==> src/sv/bcd_alu_pkg.sv <==
// shared types and constants for the eight-bit bcd alu
// no dependencies; used by bcd_alu_addsub, bcd_alu_exec and eight_bit_bcd_alu_core
package bcd_alu_pkg;

    // operation codes
    typedef enum logic [3:0] {
        OP_ADC  = 4'd0,
        OP_SBC  = 4'd1,
        OP_AND  = 4'd2,
        OP_ORA  = 4'd3,
        OP_EOR  = 4'd4,
        OP_ASL  = 4'd5,
        OP_LSR  = 4'd6,
        OP_ROL  = 4'd7,
        OP_ROR  = 4'd8,
        OP_CMP  = 4'd9,
        OP_BIT  = 4'd10,
        OP_INC  = 4'd11,
        OP_DEC  = 4'd12,
        OP_PASS = 4'd13
    } t_alu_op;

    // flag mask bits
    localparam logic [3:0] FLG_C = 4'b0001;
    localparam logic [3:0] FLG_Z = 4'b0010;
    localparam logic [3:0] FLG_V = 4'b0100;
    localparam logic [3:0] FLG_N = 4'b1000;

    // bcd digit limits
    localparam logic [5:0] DIGIT_MAX = 6'd9;
    localparam logic [5:0] DIGIT_ADJ = 6'd6;

    // one input word
    typedef struct packed {
        logic [3:0] op;
        logic [7:0] a;
        logic [7:0] b;
        logic       c;
        logic       d;
    } t_alu_in;

    // adder / subtractor outcome
    typedef struct packed {
        logic [7:0] res;
        logic       n;
        logic       z;
        logic       c;
        logic       v;
    } t_arith_res;

    // one result word
    typedef struct packed {
        logic [7:0] res;
        logic       n;
        logic       z;
        logic       c;
        logic       v;
        logic [3:0] mask;
    } t_alu_res;

endpackage

==> src/sv/bcd_alu_addsub.sv <==
// add and subtract with carry, binary or packed bcd
// depends on bcd_alu_pkg
module bcd_alu_addsub (
    input  logic                    i_sub,
    input  logic [7:0]              i_a,
    input  logic [7:0]              i_b,
    input  logic                    i_c,
    input  logic                    i_d,
    output bcd_alu_pkg::t_arith_res o_res
);

    logic [8:0] add_bin;
    logic [8:0] sub_bin;
    logic       borrow;
    logic [5:0] add_lo;
    logic [5:0] add_hi;
    logic [7:0] add_mid;
    logic [4:0] sub_lo;
    logic [4:0] sub_hi;

    assign borrow  = ~i_c;
    assign add_bin = {1'b0, i_a} + {1'b0, i_b} + {8'd0, i_c};
    assign sub_bin = {1'b0, i_a} - {1'b0, i_b} - {8'd0, borrow};

    // decimal add: low digit adjust, then high digit adjust
    // the adjusted low digit can reach 37, so its carry is a compare, not bit 4
    always_comb begin
        add_lo = {2'b00, i_a[3:0]} + {2'b00, i_b[3:0]} + {5'd0, i_c};
        if (add_lo > bcd_alu_pkg::DIGIT_MAX) begin
            add_lo = add_lo + bcd_alu_pkg::DIGIT_ADJ;
        end
        add_hi = {2'b00, i_a[7:4]} + {2'b00, i_b[7:4]} + {5'd0, (add_lo > 6'd15)};
        add_mid = {add_hi[3:0], 4'h0};
        if (add_hi > bcd_alu_pkg::DIGIT_MAX) begin
            add_hi = add_hi + bcd_alu_pkg::DIGIT_ADJ;
        end
    end

    // decimal subtract: take 6 from each digit that borrowed
    always_comb begin
        sub_lo = {1'b0, i_a[3:0]} - {1'b0, i_b[3:0]} - {4'd0, borrow};
        sub_hi = {1'b0, i_a[7:4]} - {1'b0, i_b[7:4]};
        if (sub_lo[4]) begin
            sub_lo = sub_lo - bcd_alu_pkg::DIGIT_ADJ[4:0];
            sub_hi = sub_hi - 5'd1;
        end
        if (sub_hi[4]) begin
            sub_hi = sub_hi - bcd_alu_pkg::DIGIT_ADJ[4:0];
        end
    end

    // result and flag select
    always_comb begin
        if (i_sub) begin
            o_res.n = sub_bin[7];
            o_res.z = (sub_bin[7:0] == 8'h00);
            o_res.c = ~sub_bin[8];
            o_res.v = (i_a[7] ^ i_b[7]) & (i_a[7] ^ sub_bin[7]);
            o_res.res = i_d ? {sub_hi[3:0], sub_lo[3:0]} : sub_bin[7:0];
        end else if (i_d) begin
            o_res.n = add_mid[7];
            o_res.z = (add_bin[7:0] == 8'h00);
            o_res.c = (add_hi > 6'd15);
            o_res.v = ~(i_a[7] ^ i_b[7]) & (i_a[7] ^ add_mid[7]);
            o_res.res = {add_hi[3:0], add_lo[3:0]};
        end else begin
            o_res.n = add_bin[7];
            o_res.z = (add_bin[7:0] == 8'h00);
            o_res.c = add_bin[8];
            o_res.v = ~(i_a[7] ^ i_b[7]) & (i_a[7] ^ add_bin[7]);
            o_res.res = add_bin[7:0];
        end
    end

endmodule

==> src/sv/bcd_alu_exec.sv <==
// operation decode and result select for one word
// depends on bcd_alu_pkg and bcd_alu_addsub
module bcd_alu_exec (
    input  bcd_alu_pkg::t_alu_in  i_word,
    output bcd_alu_pkg::t_alu_res o_word
);

    bcd_alu_pkg::t_arith_res arith;
    bcd_alu_pkg::t_alu_op    op;
    logic [8:0]              cmp_diff;

    assign op       = bcd_alu_pkg::t_alu_op'(i_word.op);
    assign cmp_diff = {1'b0, i_word.a} - {1'b0, i_word.b};

    bcd_alu_addsub u_addsub (
        .i_sub (op == bcd_alu_pkg::OP_SBC),
        .i_a   (i_word.a),
        .i_b   (i_word.b),
        .i_c   (i_word.c),
        .i_d   (i_word.d),
        .o_res (arith)
    );

    // per-operation byte and flags
    always_comb begin
        logic nz;
        nz          = 1'b0;
        o_word.res  = i_word.a;
        o_word.n    = 1'b0;
        o_word.z    = 1'b0;
        o_word.c    = i_word.c;
        o_word.v    = 1'b0;
        o_word.mask = 4'b0000;
        case (op)
            bcd_alu_pkg::OP_ADC, bcd_alu_pkg::OP_SBC: begin
                o_word.res  = arith.res;
                o_word.n    = arith.n;
                o_word.z    = arith.z;
                o_word.c    = arith.c;
                o_word.v    = arith.v;
                o_word.mask = bcd_alu_pkg::FLG_N | bcd_alu_pkg::FLG_Z
                            | bcd_alu_pkg::FLG_V | bcd_alu_pkg::FLG_C;
            end
            bcd_alu_pkg::OP_AND: begin
                o_word.res  = i_word.a & i_word.b;
                nz          = 1'b1;
            end
            bcd_alu_pkg::OP_ORA: begin
                o_word.res  = i_word.a | i_word.b;
                nz          = 1'b1;
            end
            bcd_alu_pkg::OP_EOR: begin
                o_word.res  = i_word.a ^ i_word.b;
                nz          = 1'b1;
            end
            bcd_alu_pkg::OP_ASL: begin
                o_word.res  = {i_word.b[6:0], 1'b0};
                o_word.c    = i_word.b[7];
                nz          = 1'b1;
                o_word.mask = bcd_alu_pkg::FLG_C;
            end
            bcd_alu_pkg::OP_LSR: begin
                o_word.res  = {1'b0, i_word.b[7:1]};
                o_word.c    = i_word.b[0];
                nz          = 1'b1;
                o_word.mask = bcd_alu_pkg::FLG_C;
            end
            bcd_alu_pkg::OP_ROL: begin
                o_word.res  = {i_word.b[6:0], i_word.c};
                o_word.c    = i_word.b[7];
                nz          = 1'b1;
                o_word.mask = bcd_alu_pkg::FLG_C;
            end
            bcd_alu_pkg::OP_ROR: begin
                o_word.res  = {i_word.c, i_word.b[7:1]};
                o_word.c    = i_word.b[0];
                nz          = 1'b1;
                o_word.mask = bcd_alu_pkg::FLG_C;
            end
            bcd_alu_pkg::OP_CMP: begin
                o_word.n    = cmp_diff[7];
                o_word.z    = (cmp_diff[7:0] == 8'h00);
                o_word.c    = ~cmp_diff[8];
                o_word.mask = bcd_alu_pkg::FLG_N | bcd_alu_pkg::FLG_Z
                            | bcd_alu_pkg::FLG_C;
            end
            bcd_alu_pkg::OP_BIT: begin
                o_word.z    = ((i_word.a & i_word.b) == 8'h00);
                o_word.n    = i_word.b[7];
                o_word.v    = i_word.b[6];
                o_word.mask = bcd_alu_pkg::FLG_N | bcd_alu_pkg::FLG_Z
                            | bcd_alu_pkg::FLG_V;
            end
            bcd_alu_pkg::OP_INC: begin
                o_word.res  = i_word.b + 8'd1;
                nz          = 1'b1;
            end
            bcd_alu_pkg::OP_DEC: begin
                o_word.res  = i_word.b - 8'd1;
                nz          = 1'b1;
            end
            bcd_alu_pkg::OP_PASS: begin
                o_word.res  = i_word.b;
                nz          = 1'b1;
            end
            default: begin
                o_word.res  = i_word.a;
            end
        endcase
        // n and z from the result byte for logic, shift, step and pass operations
        if (nz) begin
            o_word.n    = o_word.res[7];
            o_word.z    = (o_word.res == 8'h00);
            o_word.mask = o_word.mask | bcd_alu_pkg::FLG_N | bcd_alu_pkg::FLG_Z;
        end
    end

endmodule

==> src/sv/eight_bit_bcd_alu_core.sv <==
// eight-bit alu with binary and packed bcd add/subtract
// depends on bcd_alu_pkg and bcd_alu_exec
//
// usage:
//   input channel: i_valid / o_ready with operation, operand_a, operand_b,
//   carry_in and decimal_mode; a word is taken when both are high.
//   output channel: o_valid / i_ready with the result byte, the n, z, c, v
//   flags and the mask of flags the operation changes.
//   a word passes an input register, then the alu logic, then a result
//   register; o_valid rises when the result register takes the word.
//   throughput is one word per cycle while the receiver keeps i_ready high;
//   each register loads when it is empty or the one ahead takes its word.
//   when the receiver stalls, the result register holds its word, the input
//   register fills behind it and o_ready drops only once both are full;
//   nothing is lost or repeated.
//   reset clears both valid bits; no other state is kept between words.
module eight_bit_bcd_alu_core (
    input  logic       i_clk,
    input  logic       i_rst_n,
    // input channel
    input  logic       i_valid,
    output logic       o_ready,
    input  logic [3:0] i_operation,
    input  logic [7:0] i_operand_a,
    input  logic [7:0] i_operand_b,
    input  logic       i_carry_in,
    input  logic       i_decimal_mode,
    // output channel
    output logic       o_valid,
    input  logic       i_ready,
    output logic [7:0] o_result_byte,
    output logic       o_negative_flag,
    output logic       o_zero_flag,
    output logic       o_carry_flag,
    output logic       o_overflow_flag,
    output logic [3:0] o_flags_changed
);

    bcd_alu_pkg::t_alu_in  r_in;
    logic                  r_in_valid;
    bcd_alu_pkg::t_alu_res r_out;
    logic                  r_out_valid;
    bcd_alu_pkg::t_alu_res n_out;
    logic                  out_load;
    logic                  in_load;

    // stage advance
    assign out_load = ~r_out_valid | i_ready;
    assign in_load  = ~r_in_valid | out_load;
    assign o_ready  = in_load;

    // valid bits
    always_ff @(posedge i_clk) begin
        if (!i_rst_n) begin
            r_in_valid  <= 1'b0;
            r_out_valid <= 1'b0;
        end else begin
            if (in_load) begin
                r_in_valid <= i_valid;
            end
            if (out_load) begin
                r_out_valid <= r_in_valid;
            end
        end
    end

    // input register
    always_ff @(posedge i_clk) begin
        if (in_load && i_valid) begin
            r_in.op <= i_operation;
            r_in.a  <= i_operand_a;
            r_in.b  <= i_operand_b;
            r_in.c  <= i_carry_in;
            r_in.d  <= i_decimal_mode;
        end
    end

    // alu logic
    bcd_alu_exec u_exec (
        .i_word (r_in),
        .o_word (n_out)
    );

    // result register
    always_ff @(posedge i_clk) begin
        if (out_load && r_in_valid) begin
            r_out <= n_out;
        end
    end

    assign o_valid         = r_out_valid;
    assign o_result_byte   = r_out.res;
    assign o_negative_flag = r_out.n;
    assign o_zero_flag     = r_out.z;
    assign o_carry_flag    = r_out.c;
    assign o_overflow_flag = r_out.v;
    assign o_flags_changed = r_out.mask;

endmodule
==> config.mk <==
export PLATFORM = sky130hd
export DESIGN_NAME = eight_bit_bcd_alu_core
export DESIGN_NICKNAME = d
export VERILOG_FILES = /design/src/sv/bcd_alu_pkg.sv /design/src/sv/bcd_alu_addsub.sv /design/src/sv/bcd_alu_exec.sv /design/src/sv/eight_bit_bcd_alu_core.sv
export SDC_FILE = /design/constraint.sdc
export NUM_CORES = 1
export LEC_CHECK = 0
export BUFFER_PORTS_ARGS = -buffer_cell sky130_fd_sc_hd__clkbuf_2
export CAP_MARGIN = 5
export CORE_UTILIZATION = 50
export CTS_BUF_LIST = sky130_fd_sc_hd__clkbuf_16
export CTS_CLUSTER_SIZE = 10
export DETAILED_ROUTE_END_ITERATION = 10
export PLACE_DENSITY_LB_ADDON = 0.25
export SLEW_MARGIN = 10
export SYNTH_ARGS = -nofsm -noshare
export SYNTH_HDL_FRONTEND = slang
export SYNTH_SLANG_ARGS = --single-unit
export TNS_END_PERCENT = 30
==> constraint.sdc <==
create_clock -name i_clk -period 4.4 [get_ports i_clk]
set_input_delay 1.1 -clock i_clk [delete_from_list [all_inputs] [get_ports i_clk]]
set_output_delay 1.1 -clock i_clk [all_outputs]
set_load 0.02 [all_outputs]
Word level (Yosys, flattened, before mapping)
Index checks and enable logic that the tools add are counted.
- logic and storage cells: 95
- memory bits (read-only): 0
- bits of input ports: 26
- register bits after elaboration: 40
- memories: 0
- latch bits: 0
- memory bits (writable): 0
- reduce and logical (&&, ||, !) cells: 13
- equality and inequality tests: 13
- add/subtract/negate cells: 18
- order comparisons: 4
- div/mod/pow operators: 0
- multiply operators: 0
- bitwise operators: 18
- shifts and indexed selects: 0
- muxes and demuxes: 15
- operators with widths (cell ; count):
    $pmux 8 s11 ; 1
    $logic_not 8->1 ; 5
    $eq 4x4->1 const B ; 6
    $gt 6x4->1 const B ; 4
    $mux 12 ; 2
    $eq 4x3->1 const B ; 4
    $pmux 4 s4 ; 1
    $add 5x1->6 ; 2
    $add 6x3->6 const B ; 2
    $mux 6 ; 2
    $add 4x4->5 ; 2
    $reduce_or 10->1 ; 1
    $sub 4x4->5 ; 2
    $add 8x8->9 ; 1
    $add 9x1->9 ; 1
    $sub 8x8->9 ; 1
    $sub 9x1->9 ; 1
    $add 8x1->8 const B ; 1
    $and 8x8->8 ; 1
    $eq 4x2->1 const B ; 2
    $mux 4 ; 2
    $mux 8 ; 1
    $or 8x8->8 ; 1
    $sub 4x3->4 const B ; 2
    19 further kinds ; 33

Logic depth before layout (Yosys ltp)
Gate-level depths: netlist of run 1.
- depth in word-level cells: 14
- depth in mapped cells: 19

Modules after synthesis
A second synthesis of run 1 with hierarchy kept.
- cell total of the unflattened synthesis: 560
- area total of the unflattened synthesis: 4854.7 um^2
- by module, submodules not included (module ; times used ; cells each ; area an instance (um^2)):
    bcd_alu_exec ; 1 ; 283 ; 1866.8
    bcd_alu_addsub ; 1 ; 230 ; 1742.9
    eight_bit_bcd_alu_core ; 1 ; 47 ; 1244.9

Worst setup path after synthesis of run 1
No wires, ideal clock.
- path type: register -> register
- start point: reg r_in[2] in the netlist's numbering
- end point: reg r_out, in the netlist o_zero_flag (data pin)
- library setup time: 0.266 ns
- required time: 4.134 ns
- slack: -0.232 ns
- arrival time: 4.365 ns
- cell stages (with the launch flop): 17
- clock period less this slack: 4.632 ns
- path through: edfxtp_1 inv_1 fa_1 fa_1 a2bb2oi_1 nor2_1 nor4_4 o21ai_0 fa_1 fa_1 o21ai_0 o21ai_0 o221a_2 a2111oi_0 o22ai_1 nand4b_1 o211ai_2
- RTL lines (item ; line ; RTL):
    from (decl) ; eight_bit_bcd_alu_core.sv:39 ; bcd_alu_pkg::t_alu_in r_in;
    to (signal assigned) ; eight_bit_bcd_alu_core.sv:87 ; r_out <= n_out;
    to (decl) ; eight_bit_bcd_alu_core.sv:41 ; bcd_alu_pkg::t_alu_res r_out;

==> results of run 1 <==
[power by group through the flow]
stage / Combinational (W) / Clock [W] / Sequential [W]
floorplan: 0.000451 / 0 / 0.000470
global placement: 0.000614 / 0 / 0.000461
detailed placement: 0.000628 / 0 / 0.000462
CTS: 0.000631 / 0.000362 / 0.000454
global route: 0.000726 / 0.000372 / 0.000458
finish: 0.000669 / 0.000358 / 0.000455
[metrics by stage]
| stage | TNS, ns | instances | hold slack, ns | utilization |
|---|---|---|---|---|
| after floorplan | -0.00382 | 549 | 0.477 | - |
| after global placement | 0 | 694 | 0.484 | 0.573 |
| after detailed placement | -0.0222 | 694 | 0.501 | 0.573 |
| after CTS | 0 | 702 | 0.516 | 0.589 |
| after global routing | -0.0329 | 707 | 0.536 | 0.601 |
| final | 0 | 707 | 0.514 | 0.601 |
[layout make-up]
type | count | share of cell area
Tap cell | 108 | 0.0253
Timing Repair Buffer | 73 | 0.0824
Multi-Input combinational cell | 435 | 0.620
Inverter | 44 | 0.0309
Clock inverter | 3 | 0.00304
Sequential cell | 39 | 0.215
Clock buffer | 5 | 0.0234
[sequential cells by signal, indices dropped and copies added (netlist names)]
register	flops
r_in	22
o_result_byte	8
o_flags_changed	3
o_carry_flag	1
o_negative_flag	1
o_overflow_flag	1
o_valid	1
o_zero_flag	1
r_in_valid	1
[cell usage after synthesis, types with 4 or more instances]
| cell type | instances |
|---|---|
| nor2_1 | 31 |
| a211oi_1 | 7 |
| nand2_1 | 35 |
| fa_1 | 9 |
| inv_1 | 40 |
| nand3_1 | 10 |
| o21a_1 | 7 |
| edfxtp_1 | 37 |
| o22ai_1 | 11 |
| nand3b_1 | 4 |
| nor3_1 | 17 |
| a22oi_1 | 10 |
| buf_2 | 11 |
| o21ai_0 | 30 |
| ha_1 | 41 |
| xnor2_1 | 25 |
| mux2i_1 | 9 |
| and2_1 | 4 |
| a21oi_1 | 34 |
| nand4_1 | 5 |
| nand2b_1 | 7 |
| o31ai_1 | 4 |
| clkbuf_1 | 12 |
| a31oi_1 | 6 |
| o211ai_1 | 9 |
| o21ai_1 | 4 |
| xor2_1 | 7 |
| nor4_1 | 12 |
| o32ai_1 | 4 |
| nor2b_1 | 13 |
| buf_1 | 5 |
| a21o_1 | 6 |
| a211o_1 | 4 |
[cells by family after synthesis]
logic type,Yosys count
flops,39
simple gates,166
buf+inv,75
compound gates,176
fa+ha+maj,50
xor+xnor,33
mux,10
[worst min-delay path by stage]
| stage | endpoint | depth (start not counted) | from |
|---|---|---|---|
| finish | o_valid | 1 | r_in_valid |
| global route | o_valid | 1 | r_in_valid |
| CTS | o_valid | 1 | r_in_valid |
| detailed placement | o_valid | 1 | r_in_valid |
| global placement | o_valid | 1 | r_in_valid |
| floorplan | o_valid | 1 | r_in_valid |
[what timing repair did]
item	CTS	global route
resized for setup	1	16
pin swaps	1	11
setup buffers	0	5
endpoints found under the setup margin	1	3
[layer usage]
layer  share of wire  wire length (µm)
met1            0.40              5910
met2            0.46              6790
met3            0.10              1540
met4           0.046               684
met5               0                 0
==> results.py, run 1 <==
metrics = {
    "outcome": {
        "status": "completed",
    },
    "synth": {
        "ys_types": 79,
        "synth_xor_area_frac": 0.0646,
        "synthArstFlopShare": 0,
        "synth_seq_cells": 39,
        "syn_nets": 625,
        "synth_fa_ha_area_frac": 0.148,
        "synth-compound-area-share": 0.261,
        "synthSimpleGateAreaFrac": 0.193,
        "syn-cell-area_um2": 4690,
        "yosysTopAreaCell": "edfxtp_1",
        "synth_top_family_by_area": "compound AO/OA/AOI/OAI gates",
        "synthMuxAreaShare": 0.0216,
        "seq_area_frac_synth": 0.246,
        "syn_avg_cell_area_um2": 8.54,
        "synthCells": 549,
        "netlist.area_leader.share": 0.237,
        "synth_flop_cell": "edfxtp_1",
        "synth-warning-count": 0,
        "synth-edff-count": 37,
        "synth_area_leaders": "edfxtp_1 (24%), ha_1 (11%), xnor2_1 (4.7%)",
    },
    "cts": {
        "cts_tree": "done",
        "clock-sinks": 39,
        "hold_buffers": 0,
        "clk_pin_slew_worst_paths_ns": 0.06,
        "root_buffer": "clkbuf_16",
        "cts_htree_levels": 2,
        "clockBufferDepth": 2,
        "cts_made_buffers": 5,
        "clk_latency_ns": 0.29,
    },
    "floorplan": {
        "core_um2": 8890,
        "die_h_um": 98.8,
        "die_area_um2": 9760,
        "row_count": 34,
        "initial_utilization": 0.527,
        "ios": 44,
        "die_x_um": 98.8,
    },
    "setup_path": {
        "r2r-end": "o_zero_flag",
        "worst-path-buf-inv": 2,
        "startpoint": "r_in[1]",
        "path_cells": "inv_2 -> fa_2 -> fa_1 -> a32o_2 -> nor4_4 -> buf_4 -> nand3_2 -> o21ai_2 -> fa_2 -> fa_2 -> nand3_2 -> mux2i_2 -> nor2b_1 -> o221a_2 -> a2111oi_4 -> o22ai_2 -> nand4b_1 -> o211ai_2",
        "crit_fanout": 5,
        "critical-path-top-delay-family": "adder cells",
        "r2r_slack_ns": 0.12,
        "crit_slowest_cell": "fa_1",
        "endpoint": "o_zero_flag",
        "worst_setup_path_end_kind": "flip-flop",
        "reg2regPathDepth": 18,
        "cp.depth": 18,
        "required_ns": 4.41,
        "arrival_ns": 4.30,
        "critPathMaxStageDelay_ns": 0.52,
        "crit_type": "reg -> reg",
        "critPathMostFrequentCell": "fa_2",
        "reg2reg_from": "r_in[1]",
        "cp-start-kind": "flip-flop",
    },
    "sta": {
        "rsz0062_at_grt": "true",
        "slew_violations": 0,
        "worst_pin_slew_ns": 1.06,
        "setup_viol": 0,
        "layout_worst_path_cycle_share": 0.973,
        "hold_viol": 0,
        "skew_ns": 0.0113,
        "slew_headroom": 0.291,
        "final.min_clock_period_ns": 4.28,
        "max_freq_ghz": 0.234,
        "layout_setup_ws_ns": 0.118,
    },
    "drt": {
        "final_antenna_net_count": 0,
        "vias": 4646,
        "drc_errors": 0,
        "wl_mm": 14.9,
        "wire_per_inst_um": 21.1,
        "drt_iter0_drc": 590,
        "via_per_inst": 6.57,
        "drtPass1Iterations": 6,
    },
    "global_route": {
        "use_met3": 0.0461,
        "top_usage_layer": "met2",
        "grt_pass1_vias": 4486,
        "track_usage": 0.313,
        "gr-total-overflow": 0,
        "grt_max_degree": 37,
        "antenna_found_initial": 0,
        "grtUsageMet1": 0.413,
        "grt_pass1_wl_mm": 23.6,
        "grtUsageMet2": 0.510,
    },
    "cells_and_area": {
        "nets": 674,
        "regArea_um2": 1150,
        "fillerInstances": 782,
        "final_cell_mix": "clkbuf_2 (43), ha_1 (41), inv_1 (38), edfxtp_1 (37), nand2_1 (35)",
        "fin_area_um2": 5350,
        "multi_input_area_um2": 3310,
        "syn_to_final_growth_pct": 14.1,
        "antenna_cells": 0,
        "mostFrequentLayoutCell": "clkbuf_2",
        "drive_gt1_frac": 0.205,
    },
    "power_and_ir_drop": {
        "p_int_w": 0.000912,
        "vdd_drop_max_mv": 0.184,
        "swShare": 0.385,
        "total_power_w": 0.00148,
        "p_sw_w": 0.000570,
        "clkPwrFrac": 0.242,
        "leakage_nw": 2.18,
        "p_seq_frac": 0.307,
        "powerDensity_nw_per_um2": 277,
        "combinationalPowerShare": 0.451,
    },
    "placement": {
        "hpwl_mm": 11.3,
        "dpl_cell_area_um2": 5090,
        "place_ws_ns": -0.0222,
        "gp_congestion": 0.990,
        "port_buffers": 43,
    },
    "min_path": {
        "hp-class": "reg -> reg",
    },
    "run": {
        "cap_viol_max_count": 0,
    },
}
Note: power is estimated with default switching activity, not from simulation.
==> run 2: changes to the inputs <==
CORE_MARGIN = 5   (was not set)
CORE_UTILIZATION = 25   (was 50)
==> run 2 against run 1 <==
Cell count is 18% higher. Via count decreased by 2.3%. Combinational power is 1% higher. Sequential share of layout area down 0.61 points. Clock skew decreased by 0.0061 ns. Maximum frequency decreased by 1.2%. Critical path depth is 2 higher. Largest cell class unchanged. Total power increased by 3.8%.
==> results.py, run 2 (same netlist as run 1, synthesis figures left out) <==
metrics = {
    "sta": {
        "layout_setup_ws_ns": 0.0667,
        "rsz0062_at_grt": "true",
        "finalSetupTns_ns": 0,
        "hold_viol": 0,
        "slew_violations": 0,
        "slew_headroom": 0.285,
        "skew_ns": 0.00516,
        "setup_viol": 0,
        "worst_pin_slew_ns": 1.07,
        "layout_worst_path_cycle_share": 0.985,
        "final.min_clock_period_ns": 4.33,
        "max_freq_ghz": 0.231,
    },
    "global_route": {
        "grt_pass1_wl_mm": 25.7,
        "use_met3": 0.0244,
        "grt_max_degree": 37,
        "grtUsageMet1": 0.212,
        "gr-total-overflow": 0,
        "track_usage": 0.150,
        "grtUsageMet2": 0.245,
        "grt_pass1_vias": 4377,
        "top_usage_layer": "met2",
        "antenna_found_initial": 0,
    },
    "cts": {
        "cts_tree": "done",
        "clk_pin_slew_worst_paths_ns": 0.06,
        "clock-sinks": 39,
        "cts_made_buffers": 5,
        "root_buffer": "clkbuf_16",
        "clk_latency_ns": 0.29,
        "clockBufferDepth": 2,
        "cts_htree_levels": 2,
        "hold_buffers": 0,
    },
    "setup_path": {
        "r2r-end": "o_zero_flag",
        "arrival_ns": 4.36,
        "crit_slowest_cell": "fa_1",
        "cp.depth": 20,
        "critPathMostFrequentCell": "fa_2",
        "worst-path-buf-inv": 3,
        "cp-start-kind": "flip-flop",
        "critical-path-top-delay-family": "adder cells",
        "path_cells": "inv_1 -> fa_2 -> fa_1 -> a2bb2oi_1 -> nor2_1 -> nor4_4 -> buf_4 -> nand3_1 -> o21ai_2 -> fa_2 -> fa_2 -> buf_4 -> nor3_1 -> nor3_2 -> a31oi_1 -> o221ai_1 -> o221a_2 -> o311ai_1 -> nand4b_1 -> o211ai_2",
        "required_ns": 4.43,
        "startpoint": "r_in[1]",
        "crit_fanout": 5,
        "reg2regPathDepth": 20,
        "crit_type": "reg -> reg",
        "endpoint": "o_zero_flag",
        "critPathMaxStageDelay_ns": 0.57,
        "worst_setup_path_end_kind": "flip-flop",
        "reg2reg_from": "r_in[1]",
        "r2r_slack_ns": 0.07,
    },
    "placement": {
        "hpwl_mm": 13.0,
        "dpl_cell_area_um2": 5300,
        "place_inst": 826,
        "place_ws_ns": -0.0876,
        "port_buffers": 43,
        "gp_congestion": 0.893,
    },
    "cells_and_area": {
        "regMostFlops": "r_in",
        "final_util": 0.296,
        "mostFrequentLayoutCell": "clkbuf_2",
        "largest_reg_flops": 22,
        "final_cell_mix": "clkbuf_2 (43), ha_1 (41), inv_1 (39), edfxtp_1 (37), nand2_1 (35)",
        "nets": 677,
        "drive_gt1_frac": 0.189,
        "final-instance-count-excl-fill": 836,
        "antenna_cells": 0,
        "fin_area_um2": 5500,
        "syn_to_final_growth_pct": 17.5,
    },
    "drt": {
        "via_per_inst": 5.43,
        "drtPass1Iterations": 5,
        "wl_mm": 16.5,
        "drt_iter0_drc": 440,
        "wire_per_inst_um": 19.8,
        "final_antenna_net_count": 0,
        "vias": 4537,
        "drc_errors": 0,
    },
    "floorplan": {
        "ios": 44,
        "die_area_um2": 21600,
        "die_x_um": 147,
        "row_count": 50,
        "core_um2": 18600,
        "die_h_um": 147,
        "initial_utilization": 0.252,
    },
    "power_and_ir_drop": {
        "vdd_drop_max_mv": 0.186,
        "leakage_nw": 2.21,
        "powerDensity_nw_per_um2": 279,
    },
    "min_path": {
        "hp-class": "reg -> reg",
    },
    "outcome": {
        "status": "completed",
    },
    "run": {
        "cap_viol_max_count": 0,
    },
}
## run 2: cell type report
type	instances	area, µm²
fillers	1981	13100
well taps	234	293
clock inverters	3	38.8
multi-input cells	435	3270
flip-flops and latches	39	1150
inverters	44	165
clock buffers	5	125
repair buffers	76	463
## run 2: metal layers
layer  share of wire  wire (µm)
met1            0.46       7560
met2            0.47       7760
met3           0.058        959
met4           0.014        227
met5               0          0
## run 2: worst min-delay path by stage
stage,to,from,slack (ns),cells past startpoint
after global routing,o_valid,r_in_valid,0.55,1
after floorplan,o_valid,r_in_valid,0.48,1
after CTS,o_valid,r_in_valid,0.52,1
after detailed placement,o_valid,r_in_valid,0.50,1
final,o_valid,r_in_valid,0.52,1
after global placement,o_valid,r_in_valid,0.48,1
## run 2: power by group
| part | total [W] | leakage, nW | switching, W | internal [W] |
|---|---|---|---|---|
| Clock | 0.000411 | 0.0812 | 0.000147 | 0.000264 |
| Combinational | 0.000677 | 1.76 | 0.000408 | 0.000269 |
| Sequential | 0.000450 | 0.371 | 0.0000139 | 0.000436 |
## run 2: what timing repair did
action                     in CTS  in global routing
setup endpoints to repair       2                  3
gates cloned                    0                  0
buffers inserted                1                  1
pin swaps                       2                  5
resized for setup               1                  5
## run 2: per-stage QoR
step                      hold WS [ns]  total power (W)
after global routing             0.550          0.00163
after detailed placement         0.504          0.00112
after global placement           0.483          0.00111
final                            0.516          0.00154
after floorplan                  0.477         0.000921
after CTS                        0.518          0.00154
